File: src/hdl/nfi_ram.sv
// Generic single-write, single-read synchronous RAM with registered read data.
module nfi_ram #(
  parameter int WIDTH = 8,
  parameter int DEPTH = 16
) (
  input  logic                     clk,
  input  logic                     we,
  input  logic [$clog2(DEPTH)-1:0] waddr,
  input  logic [WIDTH-1:0]         wdata,
  input  logic [$clog2(DEPTH)-1:0] raddr,
  output logic [WIDTH-1:0]         rdata
);

  logic [WIDTH-1:0] mem [DEPTH];

  always_ff @(posedge clk) begin
    if (we) begin
      mem[waddr] <= wdata;
    end
    rdata <= mem[raddr];
  end

endmodule

File: config.mk
export PLATFORM = sky130hd
export DESIGN_NAME = nfi_ram
export DESIGN_NICKNAME = d
export VERILOG_FILES = /design/src/hdl/nfi_ram.sv
export SDC_FILE = /design/constraint.sdc
export NUM_CORES = 1
export LEC_CHECK = 0
export BUFFER_PORTS_ARGS = -buffer_cell sky130_fd_sc_hd__buf_4
export CAP_MARGIN = 5
export CORE_MARGIN = 2
export CORE_UTILIZATION = 35
export DETAILED_ROUTE_END_ITERATION = 10
export PLACE_DENSITY = 0.6
export SLEW_MARGIN = 25
export SYNTH_ARGS = -nofsm -noshare
export SYNTH_HDL_FRONTEND = slang
export SYNTH_SLANG_ARGS = --single-unit
File: constraint.sdc
create_clock -name clk -period 2.1 [get_ports clk]
set_clock_uncertainty 0.1 [all_clocks]
set_input_delay 0.42 -clock clk [delete_from_list [all_inputs] [get_ports clk]]
set_output_delay 0.42 -clock clk [all_outputs]
set_load 0.005 [all_outputs]
==> results.md <==
- The flow ran to the end, and the final reports show no timing, DRC or antenna violations.
- After detailed routing, the number of remaining DRC violations is 0.
- The multi-input combinational cells in the finished layout cover a total of approximately 1100 um^2.
- The kind of capture point of the worst setup path is a flip-flop.
- At the pin with the least slew margin, the transition time is 0.402 ns.
- Summed over all layers, the routed wires come to 9.91 mm.
- The total congestion overflow is 0.
- The overall via count from detail_route is ~2,400.
- Global routing used 13.8% of the available tracks across all layers.
- The overall die area is roughly 16,000 um^2.
- At the placement stage, the worst setup path has a slack of 0.159 ns.
- The floorplan has between 40 and 50 rows.
- In the final layout, flip-flops and latches occupy 4000 um^2.
- Setup repair after global routing left no endpoint under its margin.
- The post-route clock period utilization is between 70% and 80%.
- The share of total power consumed by net switching is 19.6%.
- The post-layout instance count excluding filler cells is 481.
- The number of buffers inserted by hold repair at cts is 0.
- The fraction of registers with async set or reset after synthesis is 0%.
- The combined area of all synthesized cells is around 5100 um^2.
- The longest clock path from root to sink contains 2 buffers.
- Dividing the detail-routed wire length by the instance count gives 20.6 um.
- The height of the die is about 130 um.
- After synthesis, the cell types taking the most area are edfxtp_1, mux4_2, mux4_1.
- The area share of the largest cell type after synthesis is ~75%.
- CTS built an H-tree with a depth of 4.
- After synthesis, the largest family of logic cells by area is multiplexers.
- The power dissipated by switching net loads is around 1.1 mW.
- Yosys mapped a number of flops with a built-in enable equal to 128.
- The synthesized netlist devotes 2.33% of its cell area to compound gates.
- The standby leakage power is 2.08 nW.
- The delay of the slowest cell on the worst path is 0.56 ns.
- After clock tree synthesis, the setup repair step added 0 buffers.
- Of the cells placed in the final design, the portion with a size suffix greater than 1 is 29.0%.
- The final-report max-slew violation count is 0.
- The initial utilization of the core area, before any placement, comes to 35.7%.
- The first global-routing pass estimated 15.5 mm of wire.
- The worst-case vdd ir drop is 0.659 mV.
- In this run, the number of DRC markers left after iteration 0 of detailed routing was 220.
- STA classifies the critical path startpoint as a primary input.
- The top-level port count is 26.
- The worst slew margin relative to its limit is approximately three quarters.
- Data arrives at the worst endpoint at 1.71 ns.
- The synthesized netlist devotes 3.18% of its cell area to simple gates.
- The number of diodes is 0.
- The post-synthesis net count is between 200 and 250.
- The type of the most critical hold path is primary input to flip-flop.
- The congestion estimate from routability-driven global placement came to 0.693.
- The minimum setup slack among reg-to-reg paths is 0.68 ns.
- After Yosys synthesis, full adders, half adders and majority gates account for 0% of the synthesized area.
- The hold violation total from the final report came to 0.
- Dividing total power by cell area gives a power density of 935 nW/um^2.
- The number of optimization iterations in the first detailed-route pass is 4.
- After routing, the total negative slack on setup checks comes to 0 ns.
- The internal portion of total power is 4.64 mW.
- The number of global-route vias before repair is between 2,000 and 3,000.
- The gate count after technology mapping is between 200 and 250.
- The core region area is 14,400 um^2.
- The required arrival time at the worst endpoint is about 2.3 ns.
- The clock sink count is 136.
- The leading cell type in the layout, fill and taps excluded is edfxtp_1.
- For this run, the share of the core covered by cells in the final layout is about 43%.
- The mux cell area share after synthesis is between 15 and 20%.
- The initial antenna violation count came to 0.
- The portion of total power attributed to sequential cells is 53.1%.
- The clock network fraction of total power is 41.7%.
- The top cell type by total area after synthesis is edfxtp_1.
- The master of the slowest instance on the critical path is mux4_1.
- The final net count is 304.
- Among all flip-flop cells after synthesis, the most frequent one is edfxtp_1.
- The xor-xnor portion of the synthesized cell area is 0%.
- During synthesis, Yosys emitted a total of 0 warnings.
- The remaining antenna violation count is 0.
- Counting distinct cell types in the post-synthesis netlist gives 19.
- Entering global routing, the biggest net connects 17 pins.
- After clock tree synthesis, the clock-pin slew on the worst setup and hold paths is roughly 0.05 ns.
- The area growth from synthesis to layout is 19.8%.
- The TritonCTS buffer count is 17.
- The number of filler instances in the final layout is 1,266.
- During placement, the flow inserted port buffers numbering 25.
- The total instance count after detailed placement is roughly 450.
- Derived from the worst setup path, the maximum achievable clock frequency is 0.658 GHz.
- Averaged over all synthesized cells, the footprint is 22.5 um^2.
- The horizontal die dimension is ~130 um.
- Clock latency on the worst-skew pair, taken at its later pin, is 0.41 ns.
- Using the TritonRoute via totals, the vias-per-cell ratio works out to around 5.0.
- Max-cap violations in this run came to 0.
- The critical path goes through buf_4 -> buf_12 -> mux4_1 -> a22oi_1 -> nand2_1.
- The proportion of power drawn by combinational gates is under 10%.
- The top cell types in the final layout, fill and taps aside, are edfxtp_1, buf_4, mux4_2.
- Setup violations remaining at the end of the flow were counted as 0.
- The number of storage elements in the synthesis netlist is 136.
- The worst path in the final design needs a cycle of 1.52 ns, including I/O delays and setup.
- Sequential elements use 77.8% of the synthesized area.
- The count of instances resized after the clock tree is built is 0.
- Along the worst path, the maximum fanout reaches 15.
- Setup slack closes at 0.581 ns.
- The TritonCTS clock tree is yes.
- The startpoint-to-endpoint class of the critical path is primary input to flip-flop.
- In this run the clock root is driven by a clkbuf_16.
final timing paths:
path,startpoint,depth (start not counted),endpoint
hold / removal,wdata[7],1,mem[4][7]
setup / recovery,raddr[0],5,rdata[2]
setup reg to reg,mem[1][2],3,rdata[2]
hold reg to reg,mem[7][0],3,rdata[0]
Yosys cell counts, types with 3 or more instances:
cell	instances
dfxtp_1	8
buf_2	3
edfxtp_1	128
buf_6	3
nor3_1	4
nand2_1	9
a22oi_1	16
clkdlybuf4s25_2	3
nor2_1	13
mux4_2	18
mux4_1	14
routing by layer:
metal	global-route usage, %	share of wire [%]
met5	0	0
met4	4.71	1.0
met2	21.4	49
met1	18.1	44
met3	4.96	5.7
area by class of cell:
cell class	instances	share of cell area [%]
Clock inverter	9	0.588
Timing Repair Buffer	48	6.45
Sequential cell	136	64.9
Tap cell	184	3.73
Clock buffer	21	7.14
Multi-Input combinational cell	83	17.1
power groups by stage:
stage,Sequential [mW],Combinational (mW),Clock [mW]
4_1_cts,3.06,0.311,2.45
3_5_place_dp,3.11,0.310,0
6_report,3.06,0.302,2.41
3_3_place_gp,3.11,0.304,0
2_1_floorplan,3.11,0.154,0
5_1_grt,3.06,0.330,2.57
critical path: cells and delay by family:
kind / cells / cell delay [ns]
and+or+nand+nor: 1 / 0.09
buffers and inverters: 2 / 0.38
AOI/OAI and AO/OA: 1 / 0.24
muxes: 1 / 0.56
state kept, by name (all words and copies together), names as in the netlist:
signal / count
mem: 128
rdata: 8
through the flow:
step / total power, mW / cell area [um^2] / hold slack, ns
finish: 5.77 / 6170 / 0.205
global route: 5.97 / 6170 / 0.211
CTS: 5.82 / 6170 / 0.195
detailed placement: 3.42 / 5690 / 0.573
global placement: 3.41 / 5690 / 0.569
floorplan: 3.26 / 5150 / 0.419
kinds of logic after synthesis:
kind of cell           Yosys count
and+or+nand+nor                 35
muxes                           32
AOI/OAI and AO/OA               16
DFF                            136
buffers and inverters           10
Note: power is estimated with default switching activity, not from simulation.
