<file path="config.mk">
export PLATFORM = sky130hd
export DESIGN_NAME = nfi_mul
export DESIGN_NICKNAME = d
export VERILOG_FILES = /design/src/hdl/nfi_pkg.sv /design/src/hdl/nfi_mul.sv
export SDC_FILE = /design/constraint.sdc
export NUM_CORES = 2
export LEC_CHECK = 0
export BUFFER_PORTS_ARGS = -buffer_cell sky130_fd_sc_hd__clkbuf_2
export CAP_MARGIN = 20
export CORE_MARGIN = 2
export CORE_UTILIZATION = 55
export DETAILED_ROUTE_END_ITERATION = 8
export GPL_ROUTABILITY_DRIVEN = 0
export PLACE_DENSITY = 0.85
export SKIP_CTS_REPAIR_TIMING = 1
export SLEW_MARGIN = 10
export SYNTH_ARGS = -nofsm -noshare
export SYNTH_HDL_FRONTEND = slang
export SYNTH_SLANG_ARGS = --single-unit
</file>
<file path="constraint.sdc">
create_clock -name clk -period 9.25 [get_ports clk]
set_input_delay 2.775 -clock clk [delete_from_list [all_inputs] [get_ports clk]]
set_output_delay 2.775 -clock clk [all_outputs]
set_load 0.02 [all_outputs]
</file>
<file path="src/hdl/nfi_pkg.sv">
// Shared types, widths and constants of the Newton forward interpolator.
package nfi_pkg;

  localparam int MAX_POINTS = 16;
  localparam int FRAC_BITS  = 16;

  localparam int DATA_W  = 32;
  localparam int STEP_W  = 31;
  localparam int PCNT_W  = 5;
  localparam int CNT_W   = $clog2(MAX_POINTS + 1);
  localparam int ADDR_W  = $clog2(MAX_POINTS);
  localparam int DIFF_W  = 48;
  localparam int NUM_W   = DATA_W + 1 + FRAC_BITS;
  localparam int U_W     = DIFF_W;
  localparam int T_W     = 34;
  localparam int MA_W    = T_W - 1;
  localparam int PROD_W  = 64;
  localparam int ACC_W   = PROD_W + 1;
  localparam int SPAN_W  = CNT_W + STEP_W;
  localparam int MB_LO_W = DIFF_W / 2;
  localparam int MB_HI_W = DIFF_W - MB_LO_W;

  localparam int KQ_W     = 64;
  localparam int KD_STEP  = 8;
  localparam int KD_CYC   = KQ_W / KD_STEP;
  localparam int KD_CNT_W = $clog2(KD_CYC);

  localparam longint LIM_DIFF = (64'sd1 <<< (DIFF_W - 1)) - 64'sd1;
  localparam longint LIM_PROD = 64'sd1 <<< 62;
  localparam longint LIM_T    = (64'sd1 <<< 32) - 64'sd1;
  localparam longint LIM_U    = 64'sd1 <<< 46;

  typedef enum logic [1:0] {
    OP_LOAD    = 2'd0,
    OP_EVAL    = 2'd1,
    OP_RESTART = 2'd2
  } opcode_t;

  typedef enum logic [1:0] {
    REG_X_ORIGIN    = 2'd0,
    REG_STEP_H      = 2'd1,
    REG_POINT_COUNT = 2'd2
  } reg_index_t;

  typedef struct packed {
    logic              start;
    logic              neg;
    logic [MA_W-1:0]   a;
    logic [DIFF_W-1:0] b;
  } mul_req_t;

  typedef struct packed {
    logic                     busy;
    logic                     done;
    logic                     sat;
    logic signed [PROD_W-1:0] product;
  } mul_rsp_t;

endpackage

</file>
<file path="src/hdl/nfi_mul.sv">
// Three-stage magnitude multiplier with half-up rounding, clipping and sign.
module nfi_mul (
  input  logic              clk,
  input  logic              rst,
  input  nfi_pkg::mul_req_t req,
  output nfi_pkg::mul_rsp_t rsp
);

  localparam int LO_W = nfi_pkg::MA_W + nfi_pkg::MB_LO_W;
  localparam int PF_W = nfi_pkg::MA_W + nfi_pkg::DIFF_W + 1;

  logic                      v1, v2, v3;
  logic                      neg;
  logic [nfi_pkg::MA_W-1:0]  ra;
  logic [nfi_pkg::DIFF_W-1:0] rb;
  logic [LO_W-1:0]           plo;
  logic [PF_W-1:0]           pfull;
  logic [PF_W-1:0]           rnd;
  logic                      over;
  logic [nfi_pkg::PROD_W-1:0] mag;
  logic                      done_q;
  logic                      sat_q;
  logic signed [nfi_pkg::PROD_W-1:0] product_q;

  always_comb begin
    rnd  = (pfull + (PF_W'(1) << (nfi_pkg::FRAC_BITS - 1))) >> nfi_pkg::FRAC_BITS;
    over = (rnd > PF_W'(nfi_pkg::LIM_PROD));
    mag  = over ? nfi_pkg::PROD_W'(nfi_pkg::LIM_PROD) : rnd[nfi_pkg::PROD_W-1:0];
  end

  always_ff @(posedge clk) begin
    if (rst) begin
      v1     <= 1'b0;
      v2     <= 1'b0;
      v3     <= 1'b0;
      done_q <= 1'b0;
    end else begin
      v1     <= req.start;
      v2     <= v1;
      v3     <= v2;
      done_q <= v3;
    end
    if (req.start) begin
      ra  <= req.a;
      rb  <= req.b;
      neg <= req.neg;
    end
    if (v1) begin
      plo <= LO_W'(LO_W'(ra) * LO_W'(rb[nfi_pkg::MB_LO_W-1:0]));
    end
    if (v2) begin
      pfull <= PF_W'(plo) + (PF_W'(LO_W'(ra) * LO_W'(rb[nfi_pkg::DIFF_W-1:nfi_pkg::MB_LO_W]))
                             << nfi_pkg::MB_LO_W);
    end
    if (v3) begin
      sat_q     <= over;
      product_q <= neg ? -$signed(mag) : $signed(mag);
    end
  end

  assign rsp = {v1 | v2 | v3 | done_q, done_q, sat_q, product_q};

endmodule

</file>
==> out/metrics.yaml <==
synth_xor_area_share_pct: 3.21
antenna_found_initial: 22
syn_avg_cell_area_um2: 9.22
crit_path_start_kind: "flop"
crit_top_cell: "fa_1"
ant_nets: 0
synth-async-reset-ratio_pct: 0
mostFrequentLayoutCells: "inv_1, fa_1, nand2_1"
skew_ns: 0.0382
synth_compound_gate_area_share_pct: 5.27
slew_viol_final: 0
layout-drive-gt1-share_pct: 8.47
synth_warnings: 0
worst_setup_path_end_kind: "flop"
initial_core_util_pct: 55.2
drc: 0
muxShareOfSynthArea_pct: 0.166
hold_violations: 0
max_stage_delay_ns: 0.59
vias_per_cell: 5.83
overflow: 0
worstPathArrival_ns: 9.54
critPathSlowestCell: "fa_1"
timing.final.crit_share_pct: 99.2
first_pass_iters: 6
die_w_um: 345
syn_nets: 8778
setup_slack_ns: 0.0775
finalSetupViolCount: 0
dieArea_mm2: 0.119
synthCells: 6936
rsz0062_at_grt: "yes"
required_ns: 9.62
vias: 49900
timing.fmax_mhz: 109
dp_hpwl_um: 144000
fin_tns_setup_ns: 0
wirelength_um: 178000
synth_area_mm2: 0.0639
worstSetupPathType: "flop to flop"
synth_simple_gate_area_share_pct: 17.9
yosys.area_share.adder_pct: 50.4
cts-root-buf: "clkbuf_16"
core_mm2: 0.116
area_delta_synth_final_pct: 7.75
cts_sinks: 260
fin_nets: 8841
layout_commonest_cell: "inv_1"
clockBufferDepth: 3
synth_flop_cell: "edfxtp_1"
ys_types: 89
max-slew-margin-rel_pct: 21.8
io_buffers: 151
status: "complete, no violations"
hold_path.class: "flop to flop"
avgRoutedWirePerCell_um: 20.8
clk_pin_slew_ns: 0.07
pre_cts_ws_ns: -0.347
synth_edf_count: 256
cts_tree: "yes"
fin_crit_ns: 9.17
maxCapViolCount: 0
path_max_fanout: 21
cts_buffers: 35
num_rows: 125
io_pins: 152
first_iter_violations: 4952
synth_seq_area_share_pct: 12.1
die_h_um: 345
htreeDepth: 2
grt_pass1_vias: 52900
grt_max_degree: 72
grt_usage_pct: 30.4
insertion_delay_ns: 0.61
ys_ff_latch: 260
final.fill_count: 8954
synth_top_family_by_area: "adder cells"
worstMarginPinSlew_ns: 1.17
grt_pass1_wl_um: 282000
## final timing paths
check	cells after the start	endpoint	slack, ns	start
worst min-delay path	0	pfull[23]	0.42	plo[23]
worst min register to register	0	pfull[23]	0.42	plo[23]
worst max-delay path	36	pfull[74]	0.08	rb[27]
worst max register to register	36	pfull[74]	0.08	rb[27]
## registers in the layout, summed over array words and instances, names as in the netlist
register / count
done_q: 1
neg: 1
pfull: 67
rb: 48
product_q: 64
v1: 1
ra: 33
sat_q: 1
v3: 1
plo: 42
v2: 1
## cell usage after synthesis (83+ instances only)
library cell / n / share of area (%)
a21oi_1: 137 / 1.1
and2_1: 683 / 6.7
clkbuf_1: 354 / 2.1
edfxtp_1: 256 / 12
fa_1: 1360 / 43
ha_1: 397 / 7.8
inv_1: 1453 / 8.5
nand2_1: 1059 / 6.2
nand3_1: 83 / 0.65
nor2_1: 168 / 0.99
o21ai_0: 111 / 0.87
xnor2_1: 159 / 2.2
## final cells by class
cell class | instances | area [um2] | share of cell area [%]
diodes | 8 | 20.0 | 0.0291
multi-input cells | 4828 | 49500 | 71.8
flip-flops and latches | 260 | 7770 | 11.3
clock inverters | 23 | 360 | 0.523
inverters | 1454 | 5460 | 7.92
well taps | 1524 | 1910 | 2.77
repair buffers | 420 | 2990 | 4.35
clock buffers | 39 | 891 | 1.29
## cells by family after synthesis
family / Yosys count
and+or+nand+nor: 2309
muxes: 10
buffers and inverters: 1848
DFF: 260
AOI/OAI and AO/OA: 518
adders and majority gates: 1757
xor gates and xnor gates: 234
## per-layer routing
metal	vias up	GRT usage, %	routed length (um)
li1	21100	-	-
met1	24600	37.2	62400
met5	-	0	209
met2	3283	49.6	82700
met3	785	9.41	22300
met4	32	13.8	10100
## worst max-delay path, delay by kind of cell, from the launching register on
kind | cells | cell delay [ns]
adders and majority gates | 9 | 4.33
and+or+nand+nor | 9 | 1.84
buffers and inverters | 7 | 0.66
AOI/OAI and AO/OA | 9 | 1.41
xor gates and xnor gates | 2 | 0.25
DFF | 1 | 0.44
## metrics by stage
stage | hold slack [ns] | std cells | instance area [um2] | util [%]
5_1_grt | 0.432 | 8550 | 68900 | 59.5
3_5_place_dp | 0.410 | 8443 | 66800 | 57.7
2_1_floorplan | 0.400 | 6936 | 63900 | -
4_1_cts | 0.426 | 8505 | 68100 | 58.8
6_report | 0.424 | 8556 | 68900 | 59.5
3_3_place_gp | 0.410 | 8443 | 66800 | 57.7
Power is left out: the tool's default activity adds up to more than one toggle a clock period on the data nets, which glitch-free logic cannot reach.
