### config.mk
export PLATFORM = sky130hd
export DESIGN_NAME = nfi_div
export DESIGN_NICKNAME = d
export VERILOG_FILES = /design/src/hdl/nfi_pkg.sv /design/src/hdl/nfi_div.sv
export SDC_FILE = /design/constraint.sdc
export NUM_CORES = 1
export LEC_CHECK = 0
export ABC_AREA = 1
export BUFFER_PORTS_ARGS = -buffer_cell sky130_fd_sc_hd__buf_2
export CAP_MARGIN = 5
export CORE_MARGIN = 1
export CORE_UTILIZATION = 42
export CTS_CLUSTER_SIZE = 14
export DETAILED_ROUTE_END_ITERATION = 10
export PLACE_DENSITY_LB_ADDON = 0.15
export SYNTH_ARGS = -nofsm -noshare
export SYNTH_HDL_FRONTEND = slang
export SYNTH_SLANG_ARGS = --single-unit
### constraint.sdc
create_clock -name clk -period 11.9 [get_ports clk]
set_input_delay 1.785 -clock clk [delete_from_list [all_inputs] [get_ports clk]]
set_output_delay 1.785 -clock clk [all_outputs]
set_load 0.02 [all_outputs]
### src/hdl/nfi_pkg.sv
// Shared types, widths and constants of the Newton forward interpolator.
package nfi_pkg;

  localparam int MAX_POINTS = 16;
  localparam int FRAC_BITS  = 16;

  localparam int DATA_W  = 32;
  localparam int STEP_W  = 31;
  localparam int PCNT_W  = 5;
  localparam int CNT_W   = $clog2(MAX_POINTS + 1);
  localparam int ADDR_W  = $clog2(MAX_POINTS);
  localparam int DIFF_W  = 48;
  localparam int NUM_W   = DATA_W + 1 + FRAC_BITS;
  localparam int U_W     = DIFF_W;
  localparam int T_W     = 34;
  localparam int MA_W    = T_W - 1;
  localparam int PROD_W  = 64;
  localparam int ACC_W   = PROD_W + 1;
  localparam int SPAN_W  = CNT_W + STEP_W;
  localparam int MB_LO_W = DIFF_W / 2;
  localparam int MB_HI_W = DIFF_W - MB_LO_W;

  localparam int KQ_W     = 64;
  localparam int KD_STEP  = 8;
  localparam int KD_CYC   = KQ_W / KD_STEP;
  localparam int KD_CNT_W = $clog2(KD_CYC);

  localparam longint LIM_DIFF = (64'sd1 <<< (DIFF_W - 1)) - 64'sd1;
  localparam longint LIM_PROD = 64'sd1 <<< 62;
  localparam longint LIM_T    = (64'sd1 <<< 32) - 64'sd1;
  localparam longint LIM_U    = 64'sd1 <<< 46;

  typedef enum logic [1:0] {
    OP_LOAD    = 2'd0,
    OP_EVAL    = 2'd1,
    OP_RESTART = 2'd2
  } opcode_t;

  typedef enum logic [1:0] {
    REG_X_ORIGIN    = 2'd0,
    REG_STEP_H      = 2'd1,
    REG_POINT_COUNT = 2'd2
  } reg_index_t;

  typedef struct packed {
    logic              start;
    logic              neg;
    logic [MA_W-1:0]   a;
    logic [DIFF_W-1:0] b;
  } mul_req_t;

  typedef struct packed {
    logic                     busy;
    logic                     done;
    logic                     sat;
    logic signed [PROD_W-1:0] product;
  } mul_rsp_t;

endpackage

### src/hdl/nfi_div.sv
// Restoring divider, one quotient bit per cycle, for the normalized offset u.
module nfi_div (
  input  logic                      clk,
  input  logic                      rst,
  input  logic                      start,
  input  logic [nfi_pkg::NUM_W-1:0] dividend,
  input  logic [nfi_pkg::STEP_W-1:0] divisor,
  output logic                      done,
  output logic [nfi_pkg::NUM_W-1:0] quotient
);

  localparam int CW = $clog2(nfi_pkg::NUM_W + 1);

  logic                        run;
  logic [CW-1:0]               cnt;
  logic [nfi_pkg::STEP_W-1:0]  rem;
  logic [nfi_pkg::STEP_W-1:0]  dvs;
  logic [nfi_pkg::STEP_W:0]    trial;
  logic                        qbit;

  always_comb begin
    trial = {rem, quotient[nfi_pkg::NUM_W-1]};
    qbit  = (trial >= {1'b0, dvs});
  end

  always_ff @(posedge clk) begin
    if (rst) begin
      run  <= 1'b0;
      done <= 1'b0;
      cnt  <= '0;
    end else begin
      done <= 1'b0;
      if (start) begin
        run      <= 1'b1;
        cnt      <= CW'(nfi_pkg::NUM_W);
        rem      <= '0;
        dvs      <= divisor;
        quotient <= dividend;
      end else if (run) begin
        // shift one dividend bit in, subtract when it fits
        rem      <= qbit ? nfi_pkg::STEP_W'(trial - {1'b0, dvs})
                         : trial[nfi_pkg::STEP_W-1:0];
        quotient <= {quotient[nfi_pkg::NUM_W-2:0], qbit};
        cnt      <= cnt - CW'(1);
        if (cnt == CW'(1)) begin
          run  <= 1'b0;
          done <= 1'b1;
        end
      end
    end
  end

endmodule

==> reports/summary.txt, run 1 <==
M1 WL: 8431 um
metal3 WL: 1146 um
Syn Inst Count: 975
clk slew on worst S/H paths: 60 ps
number of fill cells in the layout: 1708
Worst Setup EP: rem[26]
r2r setup slk: 9110 ps
Final min period: 3704 ps
WHS: 501.7 ps
via count: 6278
Syn Area/Cell: 7.743 sq um
CTS tree: yes
CTS sink count: 119
vias in the first global route: 6013
Syn Nets: 1092
DRT Pass-1 Iters: 7
number of diodes: 0
total chip power: 1.344 mW
Rel. slew slack: 0.3537
Routed WL: 17890 um
Critical Path Stages: 5
Die Y: 136.1 um
num rows: 48
area grow syn2layout: 18.86%
EDFF count, synth: 111
top post-synthesis cells by area: edfxtp_1 (44%), nand2_1 (19%), inv_1 (7.5%)
sequential area share after synthesis: 0.4627
register area: 3493 sq um
Post-CTS Setup Bufs: 0
Placement Setup Slack: 7711 ps
CP max-delay cell: buf_4
die width: 136.1 um
core area: 17420 sq um
met2 wire length: 8028 um
H-tree levels: 4
cts bufs inserted: 17
Synth area leader: edfxtp_1
worst-path cell chain: buf_2, buf_4, inv_2, a21oi_4, buf_4
# setup viols final: 0
First DRT Iteration DRCs: 387
Port Buffers: 132
Setup TNS Final: 0 ps
wire per inst: 13.30 um
DR vias/cell: 4.668
most common cell in the synthesized netlist: nand2_1
HPWL Detailed: 12980 um
CP bufs+invs: 4
first-pass GRT wire length: 29530 um
max cap viols: 0
min-delay src: cnt[4]
post-synthesis cell type count: 41
Hold/Removal Path Class: reg2reg
# IOs: 133
root buf cell: clkbuf_16
status: finished, final reports clean
VDD IR max: 0.0001035 V
die area: 18520 sq um
Initial Util: 0.4335
antenna viol nets, final: 0
Worst EP required: 11940 ps
Synth top cells by count: nand2_1 (385), inv_1 (151), edfxtp_1 (111)
Power Density: 149.7 nW/um^2
final worst-path cycle share: 0.3113
highest metal used: met4
worst r2r dst: rem[23]
Fmax: 270.0 MHz
Post-CTS Hold Buffers: 0
maximum number of pins on one net before global-route repair: 86
CP delay by family, top: buffers and inverters
Arrival @ worst endpoint: 3740 ps
mapped cell area: 7550 sq um
Critical Path Max Stage Delay: 770 ps
Static Leakage: 4.629 nW
post-synthesis async set-or-reset flop share: 0
worst-margin pin slew: 967.1 ps
worst-case reg-to-reg path depth: 15
clock tree buffer depth: 2
Worst Setup SP: start
# nets final: 1224
fraction of layout cells with a size suffix above 1: 0.2027
most numerous cell on the critical path: buf_4
clock skew: 14.10 ps
Setup CP Type: in2reg
post-synthesis register bit count: 119
initial antenna violation count: 0
reg-to-reg startpoint: quotient[48]
Ys Warns: 0
top cell type's share of synthesized area: 0.4415
CP Capture Type: register
Final Worst Setup Slack: 8196 ps
multi-input logic area: 3348 sq um
# DRC: 0
unrepaired setup endpoints after global routing: false
GRT Residual Overflow: 0
total track usage: 0.2064
max-slew violation count: 0
RePlAce Congestion: 0.9173
post_cts resized: 0
Hold Fails Final Rpt: 0
worst-path fanout max: 64
startpoint types: input port
worst skew pair latency: 420 ps
dominant synthesized flop cell: edfxtp_1
[final cells by class]
cell class                      instances  area share
Inverter                              159     0.06707
Timing Repair Buffer                  135     0.07613
Clock buffer                           19     0.04936
Clock inverter                         13     0.01366
Multi-Input combinational cell        675      0.3731
Tap cell                              225     0.03137
Sequential cell                       119      0.3893
[through the flow]
stage / instance area (sq um) / instances / utilization
floorplan: 7550 / 975 / -
global placement: 8408 / 1313 / 0.4828
detailed placement: 8408 / 1313 / 0.4828
CTS: 8974 / 1345 / 0.5152
global route: 8974 / 1345 / 0.5152
finish: 8974 / 1345 / 0.5152
[flip-flops by register name (all words and copies together) (netlist names)]
register and cells:
quotient 49, dvs 31, rem 31, cnt 6
done 1, run 1
[worst min-delay path: cells and delay by family, from the launching register on]
family | cells | cell delay [ps]
flip-flops | 1 | 320
AO/OA/AOI/OAI | 2 | 120
[placed cells by master (no fill, tap or decap), drive strengths merged]
master / instances
a31oi: 1
a21oi: 26
and3: 1
clkbuf: 19
dfxtp: 8
edfxtp: 111
inv: 163
bufinv: 1
a31o: 1
nand2: 397
ha: 33
clkinvlp: 4
and2: 2
o31ai: 1
fa: 1
nand3b: 13
o21ai: 20
nor2: 115
clkinv: 4
xnor2: 2
nor3: 3
nand4: 8
xor2: 13
or2: 2
buf: 135
o21bai: 2
nand3: 34
[how the worst min path moves through the flow]
stage	slack, ps	depth (start not counted)	endpoint
2_1_floorplan	470	1	cnt[1]
3_3_place_gp	490	2	cnt[4]
3_5_place_dp	490	2	cnt[4]
4_1_cts	500	2	cnt[4]
5_1_grt	510	2	cnt[4]
6_report	500	2	cnt[4]
[metal layers]
layer / track usage / up-vias
met5: 0 / -
met4: 0.07346 / 0
met3: 0.04325 / 21
met2: 0.3257 / 183
met1: 0.2787 / 2763
li1: - / 3311
[logic make-up after synthesis]
group	Yosys count	share of synthesized area
buffers and inverters	181	0.09629
XOR/XNOR	15	0.01740
AND/OR/NAND/NOR	575	0.3293
adder cells (fa/ha/maj)	34	0.05734
AO/OA/AOI/OAI	51	0.03696
flip-flops	119	0.4627
[where the power goes]
group / switching, mW / total, mW / internal, mW
clock: 0.201 / 0.496 / 0.295
combinational: 0.215 / 0.329 / 0.114
sequential: 0.0171 / 0.519 / 0.501
No activity file was read; power rests on OpenSTA's default activity.
==> run 2: changes to the inputs <==
clock period = 3.3 ns   (was 11.9 ns; I/O delays follow)
==> reports/summary.txt, run 2 (synthesis results as in run 1) <==
post_cts resized: 0 (unchanged)
RePlAce Congestion: 0.9259 (was 0.9173)
Rel. slew slack: 0.4570 (was 0.3537)
Die Y: 136.1 um (unchanged)
Final min period: 2691 ps
most flop-heavy register: quotient (unchanged)
Power Density: 548.6 nW/um^2 (was 149.7 nW/um^2)
GRT Residual Overflow: 0 (unchanged)
worst skew pair latency: 420 ps (about the same)
Setup TNS Final: 0 ps (unchanged)
H-tree levels: 4 (unchanged)
startpoint types: register (was input port)
worst-margin pin slew: 814.5 ps (was 967.1 ps)
root buf cell: clkbuf_16 (unchanged)
commonest non-fill, non-tap cell in the layout: nand2_1 (unchanged)
# IOs: 133 (unchanged)
Hold Fails Final Rpt: 0 (unchanged)
die width: 136.1 um (unchanged)
via count: 6402 (was 6278)
DRT Pass-1 Iters: 5 (was 7)
Placement Setup Slack: 648.0 ps (was 7711 ps)
cts bufs inserted: 17 (unchanged)
Port Buffers: 132 (unchanged)
maximum number of pins on one net before global-route repair: 79 (was 86)
CTS sink count: 119 (unchanged)
Arrival @ worst endpoint: 2870 ps (was 3740 ps)
Worst EP required: 3480 ps (was 11940 ps)
clk slew on worst S/H paths: 60 ps (about the same)
clock tree buffer depth: 2 (unchanged)
VDD IR max: 0.0003738 V (was 0.0001035 V)
Hold/Removal Path Class: in2reg (was reg2reg)
clock skew: 8.429 ps (was 14.10 ps)
num rows: 48 (unchanged)
# DRC: 0 (unchanged)
# setup viols final: 0 (unchanged)
Post-CTS Hold Buffers: 0 (unchanged)
CP Capture Type: register (unchanged)
Static Leakage: 4.660 nW (was 4.629 nW)
status: finished, final reports clean (unchanged)
vias in the first global route: 6049 (was 6013)
Largest register FFs: 49 (unchanged)
Fmax: 371.6 MHz
First DRT Iteration DRCs: 312 (was 387)
Post-CTS Setup Bufs: 0 (unchanged)
Util after Layout: 0.5176 (was 0.5152)
die area: 18520 sq um (unchanged)
core area: 17420 sq um (unchanged)
# nets final: 1226 (was 1224)
Finished Layout Cells: 1348 (was 1345)
wire per inst: 13.51 um (was 13.30 um)
placed cell count: 1315 (was 1313)
worst-path fanout max: 26 (was 64)
initial antenna violation count: 0 (unchanged)
unrepaired setup endpoints after global routing: false (unchanged)
HPWL Detailed: 13180 um (was 12980 um)
max-slew violation count: 0 (unchanged)
fraction of layout cells with a size suffix above 1: 0.2041 (was 0.2027)
total track usage: 0.2094 (was 0.2064)
most frequent cells in the layout: nand2_1 (385), inv_1 (150), buf_2 (132), edfxtp_1 (111), nor2_1 (87) (unchanged)
Routed WL: 18220 um (was 17890 um)
Initial Util: 0.4335 (unchanged)
final worst-path cycle share: 0.8155
Setup CP Type: reg2reg (was in2reg)
max cap viols: 0 (unchanged)
antenna viol nets, final: 0 (unchanged)
Top Registers: quotient (49), dvs (31), rem (31) (unchanged)
area grow syn2layout: 19.41% (was 18.86%)
CTS tree: yes (unchanged)
first-pass GRT wire length: 29840 um (was 29530 um)
Final Worst Setup Slack: 608.7 ps (was 8196 ps)
DR vias/cell: 4.749 (was 4.668)
[run 2: cell types whose count changed in the layout (fill, tap and decap cells not counted), sizes merged]
cell	previous run	this run
bufinv	1	2
inv	163	166
clkinvlp	4	1
diode	0	1
buf	135	137
clkinv	4	5
clkbuf	19	17
[run 2: final timing paths]
path | start | endpoint | slack, ps | cells after the start
worst max register to register | quotient[48] | rem[21] | 610 | 15
worst max-delay path | quotient[48] | rem[21] | 610 | 15
worst min register to register | cnt[2] | cnt[2] | 510 | 2
worst min-delay path | divisor[16] | dvs[16] | 240 | 1
[run 2: final cells by class]
class,count,area (sq um)
antenna,1,2.502
clock buffer,17,425.4
clock inverter,15,163.9
fill,1761,8402
inverter,159,601.8
multi-input combinational,675,3348
sequential,119,3493
tap,225,281.5
timing repair buffer,137,698.2
[run 2: worst max-delay path, cell delays in order (launching register included)]
cell,delay [ps]
edfxtp_1,360
inv_1,50
ha_1,210
fa_1,410
inv_1,110
nand2_1,60
nand2_1,130
nand3_2,80
nand2_2,110
nand2_2,60
nand3_2,80
nand2_4,150
nand2_8,220
inv_6,160
nor2_1,140
nor2_1,40
[run 2: power breakdown]
part | internal (mW) | switching, mW | total, mW
logic | 0.414 | 0.790 | 1.20
registers | 1.81 | 0.0594 | 1.87
clock network | 1.13 | 0.749 | 1.87
total | 3.35 | 1.60 | 4.95
[run 2: metal layers]
metal  part of all wire  global-route usage  wire length, um  up-vias
met5                  0                   0                0        -
met4             0.0076             0.05123              138        0
met3              0.060             0.05891             1092        9
met2               0.46              0.3350             8428      164
met1               0.47              0.2783             8558     2918
li1                   -                   -                -     3311
[run 2: stage by stage]
stage | total power [mW] | hold slack, ps | cell area, sq um
4_1_cts | 5.001 | 226.5 | 9012
3_5_place_dp | 3.096 | 497.2 | 8423
6_report | 4.946 | 243.7 | 9015
3_3_place_gp | 3.091 | 491.6 | 8423
5_1_grt | 5.221 | 224.4 | 9012
2_1_floorplan | 2.795 | 467.7 | 7561
